## config.mk

```make
export PLATFORM = sky130hd
export DESIGN_NAME = led_blink_fade_envelope_top_flat
export DESIGN_NICKNAME = d
export VERILOG_FILES = /design/src/lbfe_pkg.sv /design/src/lbfe_in_if.sv /design/src/lbfe_out_if.sv /design/src/led_blink_fade_envelope_top.sv /design/src/lbfe_scale.sv /design/src/flat_wrapper.sv
export SDC_FILE = /design/constraint.sdc
export NUM_CORES = 1
export LEC_CHECK = 0
export BUFFER_PORTS_ARGS = -buffer_cell sky130_fd_sc_hd__buf_4
export CAP_MARGIN = 25
export CORE_ASPECT_RATIO = 1.4
export CORE_MARGIN = 2
export CORE_UTILIZATION = 30
export DETAILED_ROUTE_END_ITERATION = 7
export SYNTH_ARGS = -nofsm -noshare
export SYNTH_HDL_FRONTEND = slang
export SYNTH_SLANG_ARGS = --single-unit
```

## constraint.sdc

```tcl
create_clock -name clk -period 7.47 [get_ports clk]
set_clock_uncertainty 0.15 [all_clocks]
set_input_delay 0.3735 -clock clk [delete_from_list [all_inputs] [get_ports clk]]
set_output_delay 0.3735 -clock clk [all_outputs]
set_load 0.02 [all_outputs]
```

## src/lbfe_pkg.sv

```systemverilog
package lbfe_pkg;

	typedef enum logic [1:0] {
		CMD_TICK  = 2'd0,
		CMD_BLINK = 2'd1,
		CMD_FADE  = 2'd2,
		CMD_OFF   = 2'd3
	} cmd_t;

	typedef enum logic [1:0] {
		ST_IDLE,
		ST_LOAD,
		ST_CALC,
		ST_RESULT
	} state_t;

	typedef enum logic [1:0] {
		SCL_IDLE,
		SCL_MUL,
		SCL_DIV
	} scl_state_t;

	typedef struct packed {
		logic busy;
		logic done;
	} scl_stat_t;

	localparam int unsigned BLINK_LIMIT  = 10001;
	localparam int unsigned FADE_LIMIT   = 10000;
	localparam int unsigned RESET_LENGTH = 100;

endpackage

```

## src/lbfe_in_if.sv

```systemverilog
interface lbfe_in_if #(
	parameter int LEVEL_BITS    = 10,
	parameter int DURATION_BITS = 14
);
	logic                     valid;
	logic                     ready;
	logic [1:0]               command;
	logic [LEVEL_BITS-1:0]    level_a;
	logic [LEVEL_BITS-1:0]    level_b;
	logic [DURATION_BITS-1:0] duration_ms;
	logic                     has_level_a;
	logic                     has_level_b;
	logic                     has_duration;

	modport source (
		output valid, command, level_a, level_b, duration_ms,
		output has_level_a, has_level_b, has_duration,
		input  ready
	);
	modport sink (
		input  valid, command, level_a, level_b, duration_ms,
		input  has_level_a, has_level_b, has_duration,
		output ready
	);
endinterface

```

## src/lbfe_out_if.sv

```systemverilog
interface lbfe_out_if #(
	parameter int LEVEL_BITS = 10
);
	logic                  valid;
	logic                  ready;
	logic [LEVEL_BITS-1:0] level;
	logic                  drive;

	modport source (output valid, level, drive, input ready);
	modport sink (input valid, level, drive, output ready);
endinterface

```

## src/led_blink_fade_envelope_top.sv

```systemverilog
// Off, start blink, start fade and a tick that drives nothing: result valid the cycle after.
// Tick with a driving envelope: the result goes through ST_LOAD, ST_CALC and ST_RESULT, set by
// the shared multiply and bit-serial divider, one quotient bit per cycle.
// One item at a time; the next transfer is taken once the result is registered and the output is free or being read.
// arst_n clears levels to 0 / full scale, lengths to 100 and both envelopes to idle.
module led_blink_fade_envelope_top #(
	parameter int LEVEL_BITS    = 10,
	parameter int DURATION_BITS = 14
) (
	input logic         clk,
	input logic         arst_n,
	lbfe_in_if.sink     req,
	lbfe_out_if.source  rsp
);
	localparam int L = LEVEL_BITS;
	localparam int D = DURATION_BITS;
	localparam logic [D-1:0] DUR_MAX = '1;

	lbfe_pkg::state_t    state_q, state_n;
	lbfe_pkg::cmd_t      cmd;
	lbfe_pkg::scl_stat_t stat;

	logic [L-1:0] low_q, high_q;
	logic [D-1:0] blink_len_q, fade_len_q;
	logic         blink_act_q, fade_act_q, fade_down_q;
	logic [D-1:0] blink_el_q, fade_el_q;
	logic         use_blink_q;
	logic [L-1:0] res_q;
	logic         out_valid_q, out_drive_q;
	logic [L-1:0] out_level_q;

	logic         accept, load_out, scl_start;
	logic [D-1:0] fade_el_n, blink_el_n;
	logic         fade_end, blink_end, fade_drv, blink_drv;
	logic [L-1:0] from_n, to_n, blink_low_n;
	logic [D-1:0] sel_len, sel_el, num;
	logic [D:0]   twice, num_raw;
	logic [L-1:0] diff, quot;

	assign cmd = lbfe_pkg::cmd_t'(req.command);

	always_comb begin
		fade_el_n  = (fade_el_q < DUR_MAX) ? fade_el_q + 1'b1 : fade_el_q;
		blink_el_n = (blink_el_q < DUR_MAX) ? blink_el_q + 1'b1 : blink_el_q;
		fade_end   = fade_act_q && (fade_el_n > fade_len_q);
		blink_end  = blink_act_q && (blink_el_n > blink_len_q);
		fade_drv   = fade_act_q && !fade_end;
		blink_drv  = blink_act_q && !blink_end;

		blink_low_n = (req.has_level_a && (req.level_a < high_q)) ? req.level_a : low_q;

		from_n = fade_down_q ? high_q : low_q;
		to_n   = fade_down_q ? low_q : high_q;
		if (req.has_level_a) from_n = req.level_a;
		if (req.has_level_b) to_n = req.level_b;
	end

	always_comb begin
		sel_len = use_blink_q ? blink_len_q : fade_len_q;
		sel_el  = use_blink_q ? blink_el_q : fade_el_q;
		twice   = {sel_el, 1'b0};
		if (use_blink_q)
			num_raw = (twice < {1'b0, sel_len}) ? {1'b0, sel_len} - twice
			                                   : twice - {1'b0, sel_len};
		else if (fade_down_q)
			num_raw = {1'b0, sel_len - sel_el};
		else
			num_raw = {1'b0, sel_el};
		num  = (num_raw > {1'b0, sel_len}) ? sel_len : num_raw[D-1:0];
		diff = (high_q >= low_q) ? high_q - low_q : '0;
	end

	lbfe_scale #(
		.LEVEL_BITS   (L),
		.DURATION_BITS(D)
	) u_scale (
		.clk   (clk),
		.arst_n(arst_n),
		.start (scl_start),
		.diff  (diff),
		.num   (num),
		.len   (sel_len),
		.quot  (quot),
		.stat  (stat)
	);

	always_ff @(posedge clk or negedge arst_n) begin
		if (!arst_n)
			state_q <= lbfe_pkg::ST_IDLE;
		else
			state_q <= state_n;
	end

	always_comb begin
		state_n   = state_q;
		req.ready = 1'b0;
		accept    = 1'b0;
		load_out  = 1'b0;
		scl_start = 1'b0;
		unique case (state_q)
			lbfe_pkg::ST_IDLE: begin
				req.ready = !out_valid_q || rsp.ready;
				accept    = req.valid && req.ready;
				if (accept) begin
					if (cmd == lbfe_pkg::CMD_TICK && (fade_drv || blink_drv))
						state_n = lbfe_pkg::ST_LOAD;
					else
						load_out = 1'b1;
				end
			end
			lbfe_pkg::ST_LOAD: begin
				if (sel_len == '0) begin
					state_n = lbfe_pkg::ST_RESULT;
				end else begin
					scl_start = 1'b1;
					state_n   = lbfe_pkg::ST_CALC;
				end
			end
			lbfe_pkg::ST_CALC: begin
				if (stat.done) state_n = lbfe_pkg::ST_RESULT;
			end
			lbfe_pkg::ST_RESULT: begin
				if (!out_valid_q || rsp.ready) begin
					load_out = 1'b1;
					state_n  = lbfe_pkg::ST_IDLE;
				end
			end
			default: state_n = lbfe_pkg::ST_IDLE;
		endcase
	end

	always_ff @(posedge clk or negedge arst_n) begin
		if (!arst_n) begin
			low_q       <= '0;
			high_q      <= '1;
			blink_len_q <= D'(lbfe_pkg::RESET_LENGTH);
			fade_len_q  <= D'(lbfe_pkg::RESET_LENGTH);
			blink_act_q <= 1'b0;
			fade_act_q  <= 1'b0;
			fade_down_q <= 1'b0;
			blink_el_q  <= '0;
			fade_el_q   <= '0;
			out_valid_q <= 1'b0;
		end else begin
			if (load_out)
				out_valid_q <= 1'b1;
			else if (rsp.ready)
				out_valid_q <= 1'b0;

			if (accept) begin
				unique case (cmd)
					lbfe_pkg::CMD_TICK: begin
						if (fade_act_q) begin
							fade_el_q <= fade_el_n;
							if (fade_end) fade_act_q <= 1'b0;
						end
						if (blink_act_q) begin
							blink_el_q <= blink_el_n;
							if (blink_end) blink_act_q <= 1'b0;
						end
					end
					lbfe_pkg::CMD_BLINK: begin
						low_q <= blink_low_n;
						if (req.has_level_b && (req.level_b > blink_low_n))
							high_q <= req.level_b;
						if (req.has_duration && (req.duration_ms != '0) &&
						    (32'(req.duration_ms) < lbfe_pkg::BLINK_LIMIT))
							blink_len_q <= req.duration_ms;
						blink_act_q <= 1'b1;
						blink_el_q  <= '0;
					end
					lbfe_pkg::CMD_FADE: begin
						if (from_n > to_n) begin
							fade_down_q <= 1'b1;
							high_q      <= from_n;
							low_q       <= to_n;
						end else begin
							fade_down_q <= 1'b0;
							high_q      <= to_n;
							low_q       <= from_n;
						end
						if (req.has_duration && (req.duration_ms != '0) &&
						    (32'(req.duration_ms) < lbfe_pkg::FADE_LIMIT))
							fade_len_q <= req.duration_ms;
						fade_act_q <= 1'b1;
						fade_el_q  <= '0;
					end
					lbfe_pkg::CMD_OFF: begin
						blink_act_q <= 1'b0;
						fade_act_q  <= 1'b0;
					end
					default: ;
				endcase
			end
		end
	end

	always_ff @(posedge clk) begin
		if (accept)
			use_blink_q <= blink_drv;
		if (state_q == lbfe_pkg::ST_LOAD)
			res_q <= high_q;
		else if (state_q == lbfe_pkg::ST_CALC && stat.done)
			res_q <= low_q + quot;
		if (load_out) begin
			if (state_q == lbfe_pkg::ST_RESULT) begin
				out_level_q <= res_q;
				out_drive_q <= 1'b1;
			end else begin
				out_level_q <= '0;
				out_drive_q <= (cmd == lbfe_pkg::CMD_OFF);
			end
		end
	end

	assign rsp.valid = out_valid_q;
	assign rsp.level = out_level_q;
	assign rsp.drive = out_drive_q;

	a_levels_ordered: assert property (@(posedge clk) disable iff (!arst_n)
		low_q <= high_q) else $error("low level above high level");

	a_blink_in_range: assert property (@(posedge clk) disable iff (!arst_n)
		blink_act_q |-> blink_el_q <= blink_len_q) else $error("blink past its length");

	a_fade_in_range: assert property (@(posedge clk) disable iff (!arst_n)
		fade_act_q |-> fade_el_q <= fade_len_q) else $error("fade past its length");

	a_done_in_calc: assert property (@(posedge clk) disable iff (!arst_n)
		stat.done |-> state_q == lbfe_pkg::ST_CALC) else $error("divider done out of turn");

	a_calc_has_unit: assert property (@(posedge clk) disable iff (!arst_n)
		state_q == lbfe_pkg::ST_CALC |-> stat.busy || stat.done)
		else $error("waiting on an idle divider");

endmodule

```

## src/lbfe_scale.sv

```systemverilog
// diff * num / len, one multiply then one quotient bit per cycle.
// Caller keeps num <= len and len > 0, so the quotient fits LEVEL_BITS.
module lbfe_scale #(
	parameter int LEVEL_BITS    = 10,
	parameter int DURATION_BITS = 14
) (
	input  logic                     clk,
	input  logic                     arst_n,
	input  logic                     start,
	input  logic [LEVEL_BITS-1:0]    diff,
	input  logic [DURATION_BITS-1:0] num,
	input  logic [DURATION_BITS-1:0] len,
	output logic [LEVEL_BITS-1:0]    quot,
	output lbfe_pkg::scl_stat_t      stat
);
	localparam int L     = LEVEL_BITS;
	localparam int D     = DURATION_BITS;
	localparam int CNT_W = $clog2(LEVEL_BITS);

	lbfe_pkg::scl_state_t state_q, state_n;

	logic [L-1:0]     diff_q;
	logic [D-1:0]     num_q;
	logic [D-1:0]     len_q;
	logic [D-1:0]     rem_q;
	logic [L-1:0]     acc_q;
	logic [CNT_W-1:0] cnt_q;
	logic             done_q;

	logic [L+D-1:0]   prod;
	logic [D:0]       trial;
	logic             ge;

	assign prod  = (L+D)'(diff_q) * (L+D)'(num_q);
	assign trial = {rem_q, acc_q[L-1]};
	assign ge    = trial >= {1'b0, len_q};

	always_ff @(posedge clk or negedge arst_n) begin
		if (!arst_n) begin
			state_q <= lbfe_pkg::SCL_IDLE;
			done_q  <= 1'b0;
		end else begin
			state_q <= state_n;
			done_q  <= (state_q == lbfe_pkg::SCL_DIV) && (cnt_q == '0);
		end
	end

	always_comb begin
		state_n = state_q;
		unique case (state_q)
			lbfe_pkg::SCL_IDLE: if (start) state_n = lbfe_pkg::SCL_MUL;
			lbfe_pkg::SCL_MUL:  state_n = lbfe_pkg::SCL_DIV;
			lbfe_pkg::SCL_DIV:  if (cnt_q == '0) state_n = lbfe_pkg::SCL_IDLE;
			default:            state_n = lbfe_pkg::SCL_IDLE;
		endcase
	end

	always_ff @(posedge clk) begin
		case (state_q)
			lbfe_pkg::SCL_IDLE: begin
				if (start) begin
					diff_q <= diff;
					num_q  <= num;
					len_q  <= len;
				end
			end
			lbfe_pkg::SCL_MUL: begin
				rem_q <= prod[L+D-1:L];
				acc_q <= prod[L-1:0];
				cnt_q <= CNT_W'(L - 1);
			end
			lbfe_pkg::SCL_DIV: begin
				rem_q <= ge ? D'(trial - {1'b0, len_q}) : trial[D-1:0];
				acc_q <= {acc_q[L-2:0], ge};
				cnt_q <= cnt_q - 1'b1;
			end
			default: ;
		endcase
	end

	assign quot      = acc_q;
	assign stat.busy = state_q != lbfe_pkg::SCL_IDLE;
	assign stat.done = done_q;

endmodule

```

## src/flat_wrapper.sv

```systemverilog
// flat-port wrapper written by rule: the top's interface ports become plain ports
module led_blink_fade_envelope_top_flat 
#(
	parameter int LEVEL_BITS    = 10,
	parameter int DURATION_BITS = 14
)
  (clk, arst_n, req_valid, req_command, req_level_a, req_level_b, req_duration_ms, req_has_level_a, req_has_level_b, req_has_duration, req_ready, rsp_valid, rsp_level, rsp_drive, rsp_ready);
  lbfe_in_if #(.LEVEL_BITS(LEVEL_BITS), .DURATION_BITS(DURATION_BITS)) req_i ();
  lbfe_out_if #(.LEVEL_BITS(LEVEL_BITS)) rsp_i ();
  input logic clk;
  input logic arst_n;
  input wire logic [$bits(req_i.valid)-1:0] req_valid;
  input wire logic [$bits(req_i.command)-1:0] req_command;
  input wire logic [$bits(req_i.level_a)-1:0] req_level_a;
  input wire logic [$bits(req_i.level_b)-1:0] req_level_b;
  input wire logic [$bits(req_i.duration_ms)-1:0] req_duration_ms;
  input wire logic [$bits(req_i.has_level_a)-1:0] req_has_level_a;
  input wire logic [$bits(req_i.has_level_b)-1:0] req_has_level_b;
  input wire logic [$bits(req_i.has_duration)-1:0] req_has_duration;
  output wire logic [$bits(req_i.ready)-1:0] req_ready;
  output wire logic [$bits(rsp_i.valid)-1:0] rsp_valid;
  output wire logic [$bits(rsp_i.level)-1:0] rsp_level;
  output wire logic [$bits(rsp_i.drive)-1:0] rsp_drive;
  input wire logic [$bits(rsp_i.ready)-1:0] rsp_ready;
  assign req_i.valid = req_valid;
  assign req_i.command = req_command;
  assign req_i.level_a = req_level_a;
  assign req_i.level_b = req_level_b;
  assign req_i.duration_ms = req_duration_ms;
  assign req_i.has_level_a = req_has_level_a;
  assign req_i.has_level_b = req_has_level_b;
  assign req_i.has_duration = req_has_duration;
  assign req_ready = req_i.ready;
  assign rsp_valid = rsp_i.valid;
  assign rsp_level = rsp_i.level;
  assign rsp_drive = rsp_i.drive;
  assign rsp_i.ready = rsp_ready;
  led_blink_fade_envelope_top #(.LEVEL_BITS(LEVEL_BITS), .DURATION_BITS(DURATION_BITS)) u_core (.clk(clk), .arst_n(arst_n), .req(req_i), .rsp(rsp_i));
endmodule
```

==> metrics.md, run 1 <==
| Metric | Value |
|---|---|
| DRC Markers | 0 |
| Status | complete, no violations |
| Min Tclk post-route | 6.58 ns |
| Chip width | 216 um |
| CTS tree | yes |
| Reg-to-reg critical path startpoint | u_core.use_blink_q |
| FMAX | 152 MHz |
| WS Path Type | flip-flop to flip-flop |
| Sequential fraction of the synthesis area | 25.4% |
| Row Count | 108 |
| Count leader, synth | inv_1 |
| Clock Tree Buf Depth | 2 |
| Synth Instances | 2088 |
| Vias in the first global route | 16100 |
| Routed length per placed instance | 18.7 um |
| Starting density of the core | 30.4% |
| Slew @ Worst Pin | 1.02 ns |
| Crit path DAT | 6.64 ns |
| Clock latency on the worst-skew pair | 0.47 ns |
| CP Max Fanout | 61 |
| Vias | 15100 |
| Hold_buf cts | 4 |
| Final #Nets | 2458 |
| Post-synthesis compound-gate area fraction | 16.0% |
| R2R depth | 19 |
| RR Endpoint | u_core.u_scale.num_q[3] |
| Total global routing overflow | 0 |
| Netlist cell types | 74 |
| Core Footprint | 62000 um^2 |
| Max-slew headroom | 30.8% |
| WL final | 54.8 mm |
| Diode count | 0 |
| Warnings, synthesis | 0 |
| Top Ports | 56 |
| Data required, critical path | 7.53 ns |
| Post-CTS Resized | 0 |
| Setup_tns | 0 ns |
| Clk sinks | 173 |
| Period utilization | 88.1% |
| First-pass GRT wire length | 87.6 mm |
| Top cells by area, synth | ha_1 (14%), edfxtp_1 (14%), fa_1 (11%) |
| Min-delay worst type | input pin to flip-flop |
| Critical path launch point type | flip-flop |
| Antenna violations before repair | 0 |
| Post-Synth Adder-Cell Area | 25.1% |
| Area grow syn2layout | 10.2% |
| I/O Buffers | 55 |
| DP Wirelength | 45.0 mm |
| HP Start | req_duration_ms[0] |
| Vias per cell | 5.13 |
| Die Y-Extent | 300 um |
| Crit path capture type | flip-flop |
| Synthesized area | 18800 um^2 |
| Seq cells post-synth | 173 |
| Ys flop type | edfxtp_1 |
| Maximum level of the CTS H-tree | 4 |
| Initial DRC count | 840 |
| Number of routed nets with antenna violations | 0 |
| Synth area leader | ha_1 |
| Async S/R FF share, synth | 49.1% |
| Simple-Gate Fraction of Synth Area | 14.1% |
| Hold Crit Depth | 2 |
| Setup repair bufs after CTS | 0 |
| Root Buffer | clkbuf_16 |
| Setup violations, final | 0 |
| Final Wtd Congestion | 0.902 |
| Die area | 64800 um^2 |
| RSZ-0062 raised after global routing | false |
| Synth top area share | 14.4% |
| Slew Limit Fails | 0 |
| MaxCap Viol Count | 0 |
| Largest family of logic cells by synthesized area | adder cells |
| Fill count | 6441 |
| Largest net degree at the start of global routing | 67 |
| Post-synth EDFFs | 88 |
| Mux share of post-synthesis cell area | 8.57% |
| Avg Cell Area, Syn | 9.02 um^2 |
| CTS Buf Count | 17 |
| Hold EP | u_core.fade_len_q[0] |
| XOR/XNOR share of the synthesized area | 3.91% |
| Drt first pass iters | 5 |
| R2R Setup Slk | 0.89 ns |
| Commonest cells in the netlist | inv_1 (242), ha_1 (217), nand2_1 (180) |
| Syn nets | 2448 |
| Global Route Usage Sum | 17.2% |
| Worst-path clk slew | 0.08 ns |
| Layout cells sized above 1 | 11.0% |
| Final hold violation count | 0 |
==> kinds of logic after synthesis <==
family | count (synthesis)
AND/OR/NAND/NOR | 557
multiplexers | 145
flip-flops | 173
XOR/XNOR | 84
buffers and inverters | 335
adder cells (fa/ha/maj) | 317
AO/OA/AOI/OAI | 477
==> worst max path at each step <==
stage | start | end | cells after the start
2_1_floorplan | u_core.use_blink_q | u_core.u_scale.num_q[10] | 27
3_3_place_gp | u_core.use_blink_q | u_core.u_scale.num_q[1] | 21
3_5_place_dp | u_core.use_blink_q | u_core.u_scale.num_q[13] | 22
4_1_cts | u_core.use_blink_q | u_core.u_scale.num_q[3] | 22
5_1_grt | u_core.use_blink_q | u_core.u_scale.num_q[2] | 21
6_report | u_core.use_blink_q | u_core.u_scale.num_q[3] | 19
==> state kept, by name, summed over array words and instances, names as in the netlist, 14 cells and up <==
register,flops
u_core.fade_len_q,14
u_core.blink_len_q,14
u_core.u_scale.len_q,14
u_core.u_scale.rem_q,14
u_core.blink_el_q,14
u_core.fade_el_q,14
u_core.u_scale.num_q,14
==> metal layers <==
metal / GRT usage [%] / vias up / routed length [um]
met5: 0 / - / 0
met4: 8.42 / 0 / 2360
met3: 1.67 / 125 / 1230
met2: 32.7 / 295 / 29600
met1: 18.9 / 7393 / 21600
li1: - / 7256 / -
==> metrics by stage <==
stage	setup WS [ns]	util, %	hold WS (ns)	std cells	instance area, um^2
detailed placement	0.938	32.4	0.139	2900	20100
global route	0.525	33.4	0.0178	2936	20700
global placement	0.921	32.4	0.140	2899	20100
floorplan	1.34	-	-0.0721	2088	18800
finish	0.891	33.4	0.0192	2936	20700
CTS	0.897	33.4	0.00134	2936	20700
==> cells in the final DEF, fill, tap and decap left out, types with 24 or more instances in the layout <==
master      n
nand2_1   180
fa_1      100
a21o_1     51
inv_1     242
mux2_2     79
buf_4      77
o21ai_0    97
mux2i_1    55
xor2_1     31
dfrtp_1    69
nand3_1    35
nand4_1    24
nor2_1    132
xnor2_1    53
a21oi_1   163
edfxtp_1   88
and2_1     79
ha_1      217
==> worst max-delay path: stages (launching register included) <==
cell,delay [ns]
edfxtp_1,0.38
buf_12,0.30
mux2i_1,0.69
inv_1,0.31
ha_1,0.36
nand2b_1,0.11
a21oi_1,0.13
o41ai_1,0.60
o211ai_1,0.28
a41oi_1,0.44
xnor2_1,0.13
or3_1,0.31
a31oi_1,0.32
ha_1,0.20
nand3_1,0.09
o41ai_1,0.52
a31oi_1,0.13
a22oi_4,0.20
buf_4,0.29
mux2_2,0.36
==> layout make-up <==
class / instances / area (um^2) / area share [%]
clock buffer: 17 / 425 / 2.05
tap: 825 / 1030 / 4.98
inverter: 243 / 912 / 4.40
sequential: 173 / 4790 / 23.1
timing repair buffer: 83 / 658 / 3.17
clock inverter: 15 / 165 / 0.796
multi-input combinational: 1580 / 12800 / 61.5
Power of run 1 is not shown: default switching activity piles up to over one toggle a cycle in this logic, so the estimate is an artifact.
==> run 2: changes to the inputs <==
Clock period 7.47 ns to 6.9 ns, I/O delays scaled along.
==> run 2 against run 1 <==
First-iteration DRC count up 2.3%. Critical path depth up 2. Hold slack worse by 0.0032 ns. Global-route usage down 0.23 points. Core utilization up 0.39 points. Cell area up 1.2%. Sequential share of layout area down 0.26 points. Critical path type unchanged. Largest cell class unchanged. Highest routed layer unchanged.
==> metrics.md, run 2 (synthesis results as in run 1) <==
| Metric | Value |
|---|---|
| Post-route insts no fill | 2961 |
| I/O Buffers | 55 |
| CTS tree | yes |
| Status | complete, no violations |
| Most frequent cells in the layout | inv_1 (242), ha_1 (217), nand2_1 (180) |
| Drt first pass iters | 6 |
| Number of routed nets with antenna violations | 0 |
| First-pass GRT wire length | 86.8 mm |
| Period utilization | 95.2% |
| Vias | 15200 |
| Slew @ Worst Pin | 0.911 ns |
| Met2 wire length | 29.6 mm |
| Routed length per placed instance | 18.5 um |
| Crit path capture type | flip-flop |
| Top Ports | 56 |
| CP Max Fanout | 20 |
| Final Wtd Congestion | 0.914 |
| Crit path DAT | 6.63 ns |
| Clock latency on the worst-skew pair | 0.47 ns |
| Commonest non-fill, non-tap cell in the layout | inv_1 |
| RR Endpoint | u_core.u_scale.num_q[1] |
| R2R depth | 21 |
| Row Count | 108 |
| Metal3 WL | 1.39 mm |
| Clk sinks | 173 |
| WS Path Type | flip-flop to flip-flop |
| Vias in the first global route | 16000 |
| CTS Buf Count | 17 |
| Layout cells sized above 1 | 11.9% |
| Area grow syn2layout | 11.5% |
| Maximum level of the CTS H-tree | 4 |
| Vias per cell | 5.14 |
| Reg-to-reg critical path startpoint | u_core.use_blink_q |
| WL final | 54.7 mm |
| Clock Tree Buf Depth | 2 |
| Min-delay worst type | input pin to flip-flop |
| Worst-path clk slew | 0.08 ns |
| Fill count | 6414 |
| Setup violations, final | 0 |
| Initial DRC count | 859 |
| Critical path launch point type | flip-flop |
| Root Buffer | clkbuf_16 |
| Global Route Usage Sum | 16.9% |
| Final #Nets | 2483 |
| Max-slew headroom | 39.1% |
| DP Wirelength | 44.9 mm |
| Top routing layer used | met4 |
| Min Tclk post-route | 6.57 ns |
| Core Footprint | 62000 um^2 |
| RSZ-0062 raised after global routing | false |
| MaxCap Viol Count | 0 |
| Die Y-Extent | 300 um |
| Largest net degree at the start of global routing | 58 |
| Chip width | 216 um |
| Hold EP | u_core.blink_len_q[9] |
| R2R Setup Slk | 0.33 ns |
| Data required, critical path | 6.96 ns |
| Slew Limit Fails | 0 |
| Die area | 64800 um^2 |
| Placed instance count | 2920 |
| Hold Crit Depth | 2 |
| Met1 WL | 21.4 mm |
| Antenna violations before repair | 1 |
| Setup_tns | 0 ns |
| Diode count | 0 |
| HP Start | req_duration_ms[9] |
| Final hold violation count | 0 |
| Total global routing overflow | 0 |
| DRC Markers | 0 |
| FMAX | 152 MHz |
| Starting density of the core | 30.4% |
## run 2: cell count changes in the layout (fill, tap and decap cells not counted), moves of 2 or more
cell           before  now
inv_6               1    3
buf_4              77   96
dlygate4sd3_1       4    8
clkinvlp_4          3    0
## run 2: worst max-delay path, stage by stage, from the launching register on
cell and delay (ns):
edfxtp_1 0.89, buf_12 0.22, mux2i_1 0.45, inv_1 0.21, ha_1 0.35, nor3_1 0.28
o21bai_1 0.24, a31oi_4 0.64, mux2i_1 0.27, nand2_1 0.07, o21ai_0 0.11, ha_1 0.29
nor2b_1 0.13, o21a_1 0.16, o21a_1 0.16, o21a_1 0.17, o21a_1 0.16, o21ai_0 0.37
nand4b_1 0.21, a22oi_4 0.23, buf_12 0.18, mux2_2 0.34
## run 2: per-stage QoR
stage          utilization [%]  setup WS [ns]  area, um^2  hold slack (ns)
6_report                  33.8          0.332       21000           0.0160
4_1_cts                   33.8          0.450       21000          0.00190
2_1_floorplan                -          0.769       18800           -0.101
3_5_place_dp              32.7          0.479       20300            0.178
5_1_grt                   33.8         0.0731       21000          0.00335
3_3_place_gp              32.7          0.544       20300            0.170
## run 2: what timing repair did
item	4_1_cts	5_1_grt
hold endpoints to repair	29	0
gates resized for setup	0	0
buffers inserted	0	0
hold buffers	8	0
## run 2: layer usage
metal / vias to the layer above / track usage, %
met5: - / 0
met4: 0 / 7.88
met3: 120 / 1.79
met2: 288 / 32.3
met1: 7497 / 18.6
li1: 7302 / -
## run 2: final cells by class
class / count / area [um^2] / area share (%)
clock buffer: 17 / 425 / 2.03
tap: 825 / 1030 / 4.92
clock inverter: 15 / 198 / 0.942
timing repair buffer: 108 / 866 / 4.13
sequential: 173 / 4790 / 22.8
inverter: 243 / 912 / 4.35
multi-input combinational: 1580 / 12800 / 60.8
## run 2: how the worst max path moves through the flow
| stage | from | to | slack (ns) |
|---|---|---|---|
| floorplan | u_core.use_blink_q | u_core.u_scale.num_q[10] | 0.77 |
| finish | u_core.use_blink_q | u_core.u_scale.num_q[1] | 0.33 |
| global placement | u_core.use_blink_q | u_core.u_scale.num_q[1] | 0.54 |
| detailed placement | u_core.use_blink_q | u_core.u_scale.num_q[3] | 0.48 |
| global route | u_core.use_blink_q | u_core.u_scale.num_q[1] | 0.07 |
| CTS | u_core.use_blink_q | u_core.u_scale.num_q[1] | 0.45 |
Power of run 2 is left out for the same reason.
==> run 3: changes to the inputs <==
Clock period 6.9 ns to 6.1 ns, I/O delays scaled along.
==> run 3 against run 2 <==
Sequential share of layout area decreased by 0.36 points. Global-route usage grew 0.15 points. Non-clock buffer count up 43. Wire length grew 0.60%. First-iteration DRC count rose by 7.1%. Sequential cell count did not move. Via count grew 1.8%. Clock-buffer cell count up 4. Cell count rose by 1.5%. Core utilization grew 0.55 points. Setup slack worse by 0.050 ns. Die area unchanged. Largest cell class unchanged.
==> metrics.md, run 3 (synthesis results as in run 1) <==
| Metric | Value |
|---|---|
| Status | complete, no violations |
| HP Start | rsp_ready |
| Root Buffer | clkbuf_16 |
| Crit path max-delay family | adder cells |
| Post-route cell area | 21300 um^2 |
| Final #Nets | 2526 |
| Final hold violation count | 0 |
| Starting density of the core | 30.4% |
| Min-delay worst type | input pin to flip-flop |
| Routed length per placed instance | 18.3 um |
| CTS tree | yes |
| Row Count | 108 |
| Vias | 15500 |
| WS Path Type | flip-flop to flip-flop |
| Die Y-Extent | 300 um |
| CP Max Fanout | 7 |
| Hold EP | u_core.rsp.valid |
| Layout cells sized above 1 | 13.4% |
| DP Wirelength | 45.5 mm |
| Hold Crit Depth | 3 |
| Top Ports | 56 |
| Crit path capture type | flip-flop |
| Number of routed nets with antenna violations | 0 |
| Clock latency on the worst-skew pair | 0.46 ns |
| Core Footprint | 62000 um^2 |
| Most frequent CP cell | fa_1 |
| Largest net degree at the start of global routing | 48 |
| Period utilization | 95.4% |
| Cell Chain, Critical Path | buf_4, and2_1, fa_1, fa_1, fa_1, fa_1, inv_1, fa_1, inv_1, ha_1, nand3_1, nor2_1, a2111oi_1, a21oi_1, a21boi_1, nor2_1, or3_1, a21oi_1, a21oi_1 |
| Initial DRC count | 920 |
| Die area | 64800 um^2 |
| Global Route Usage Sum | 17.1% |
| Slew Limit Fails | 0 |
| Most frequent cells in the layout | inv_1 (242), ha_1 (215), nand2_1 (180) |
| DRC Markers | 0 |
| Vias in the first global route | 15900 |
| Drt first pass iters | 6 |
| Slew @ Worst Pin | 0.970 ns |
| MaxCap Viol Count | 0 |
| WL final | 55.0 mm |
| Placed cell areas | 20600 um^2 |
| Clk sinks | 173 |
| Setup violations, final | 0 |
| Diode count | 0 |
| Crit path max-delay cell type | fa_1 |
| Min Tclk post-route | 5.82 ns |
| Critical path launch point type | flip-flop |
| CP Buf/Inv Count | 3 |
| Data required, critical path | 6.14 ns |
| Commonest non-fill, non-tap cell in the layout | inv_1 |
| Register area | 4790 um^2 |
| FMAX | 172 MHz |
| Vias per cell | 5.16 |
| Reg-to-reg critical path startpoint | u_core.u_scale.diff_q[5] |
| Antenna violations before repair | 0 |
| Hold slack | 0.0326 ns |
| Fill count | 6311 |
| Worst-path clk slew | 0.07 ns |
| Total global routing overflow | 0 |
| Multi-input logic area | 12800 um^2 |
| Final Wtd Congestion | 0.936 |
| Crit path DAT | 5.86 ns |
| Maximum level of the CTS H-tree | 4 |
| CP max stage delay | 0.55 ns |
| First-pass GRT wire length | 86.8 mm |
| Max-slew headroom | 34.5% |
| Area grow syn2layout | 13.3% |
| RR Endpoint | u_core.u_scale.rem_q[9] |
| R2R depth | 19 |
| Post-layout util | 34.4% |
| R2R Setup Slk | 0.28 ns |
| CTS Buf Count | 17 |
| Clock Tree Buf Depth | 2 |
| I/O Buffers | 55 |
| Chip width | 216 um |
==> run 3: changes by cell type in the layout (fill, tap and decap cells not counted), moves of 3 or more <==
cell and change:
mux2i_2 +3, buf_4 +35, inv_8 -5, dlygate4sd3_1 +7
mux2i_1 -3
==> run 3: repair_timing <==
action	4_1_cts	5_1_grt
hold buffers	15	0
gates resized for setup	0	10
setup endpoints to repair	0	17
hold endpoints to repair	53	0
setup buffers	0	4
==> run 3: worst reg2reg max path: cells and delay by family, from the launching register on <==
family	cells	cell delay (ns)
buffers and inverters	3	0.33
AOI/OAI and AO/OA	5	1.00
and+or+nand+nor	5	0.67
DFF	1	0.53
adders and majority gates	6	2.89
==> run 3: metrics by stage <==
stage	setup slack [ns]	setup TNS (ns)	std cells
2_1_floorplan	0.128	0	2088
3_3_place_gp	0.155	0	2952
3_5_place_dp	0.155	0	2953
4_1_cts	0.124	0	3000
5_1_grt	-0.00299	-0.00299	3004
6_report	0.282	0	3004
==> run 3: worst max path at each step <==
stage / start / endpoint / slack (ns) / cells after the start
after floorplan: u_core.use_blink_q / u_core.u_scale.num_q[10] / 0.13 / 27
after global placement: u_core.u_scale.num_q[4] / u_core.u_scale.rem_q[9] / 0.15 / 19
after detailed placement: u_core.u_scale.diff_q[6] / u_core.u_scale.rem_q[9] / 0.15 / 19
after CTS: u_core.u_scale.num_q[4] / u_core.u_scale.rem_q[9] / 0.12 / 19
after global routing: u_core.u_scale.diff_q[5] / u_core.u_scale.rem_q[9] / -0.003 / 19
final: u_core.u_scale.diff_q[5] / u_core.u_scale.rem_q[9] / 0.28 / 19
==> run 3: layer usage <==
layer  routed length, um  GRT usage [%]
met4                2490           8.36
met2               29200           32.1
met5                   0              0
met1               21900           19.2
met3                1420           1.63
==> run 3: final cells by class <==
| class | instances | share of cell area, % |
|---|---|---|
| tap | 825 | 4.84 |
| multi-input combinational | 1580 | 59.9 |
| clock buffer | 21 | 2.21 |
| sequential | 173 | 22.5 |
| clock inverter | 11 | 0.464 |
| timing repair buffer | 151 | 5.82 |
| inverter | 243 | 4.28 |
Power of run 3 is left out for the same reason.
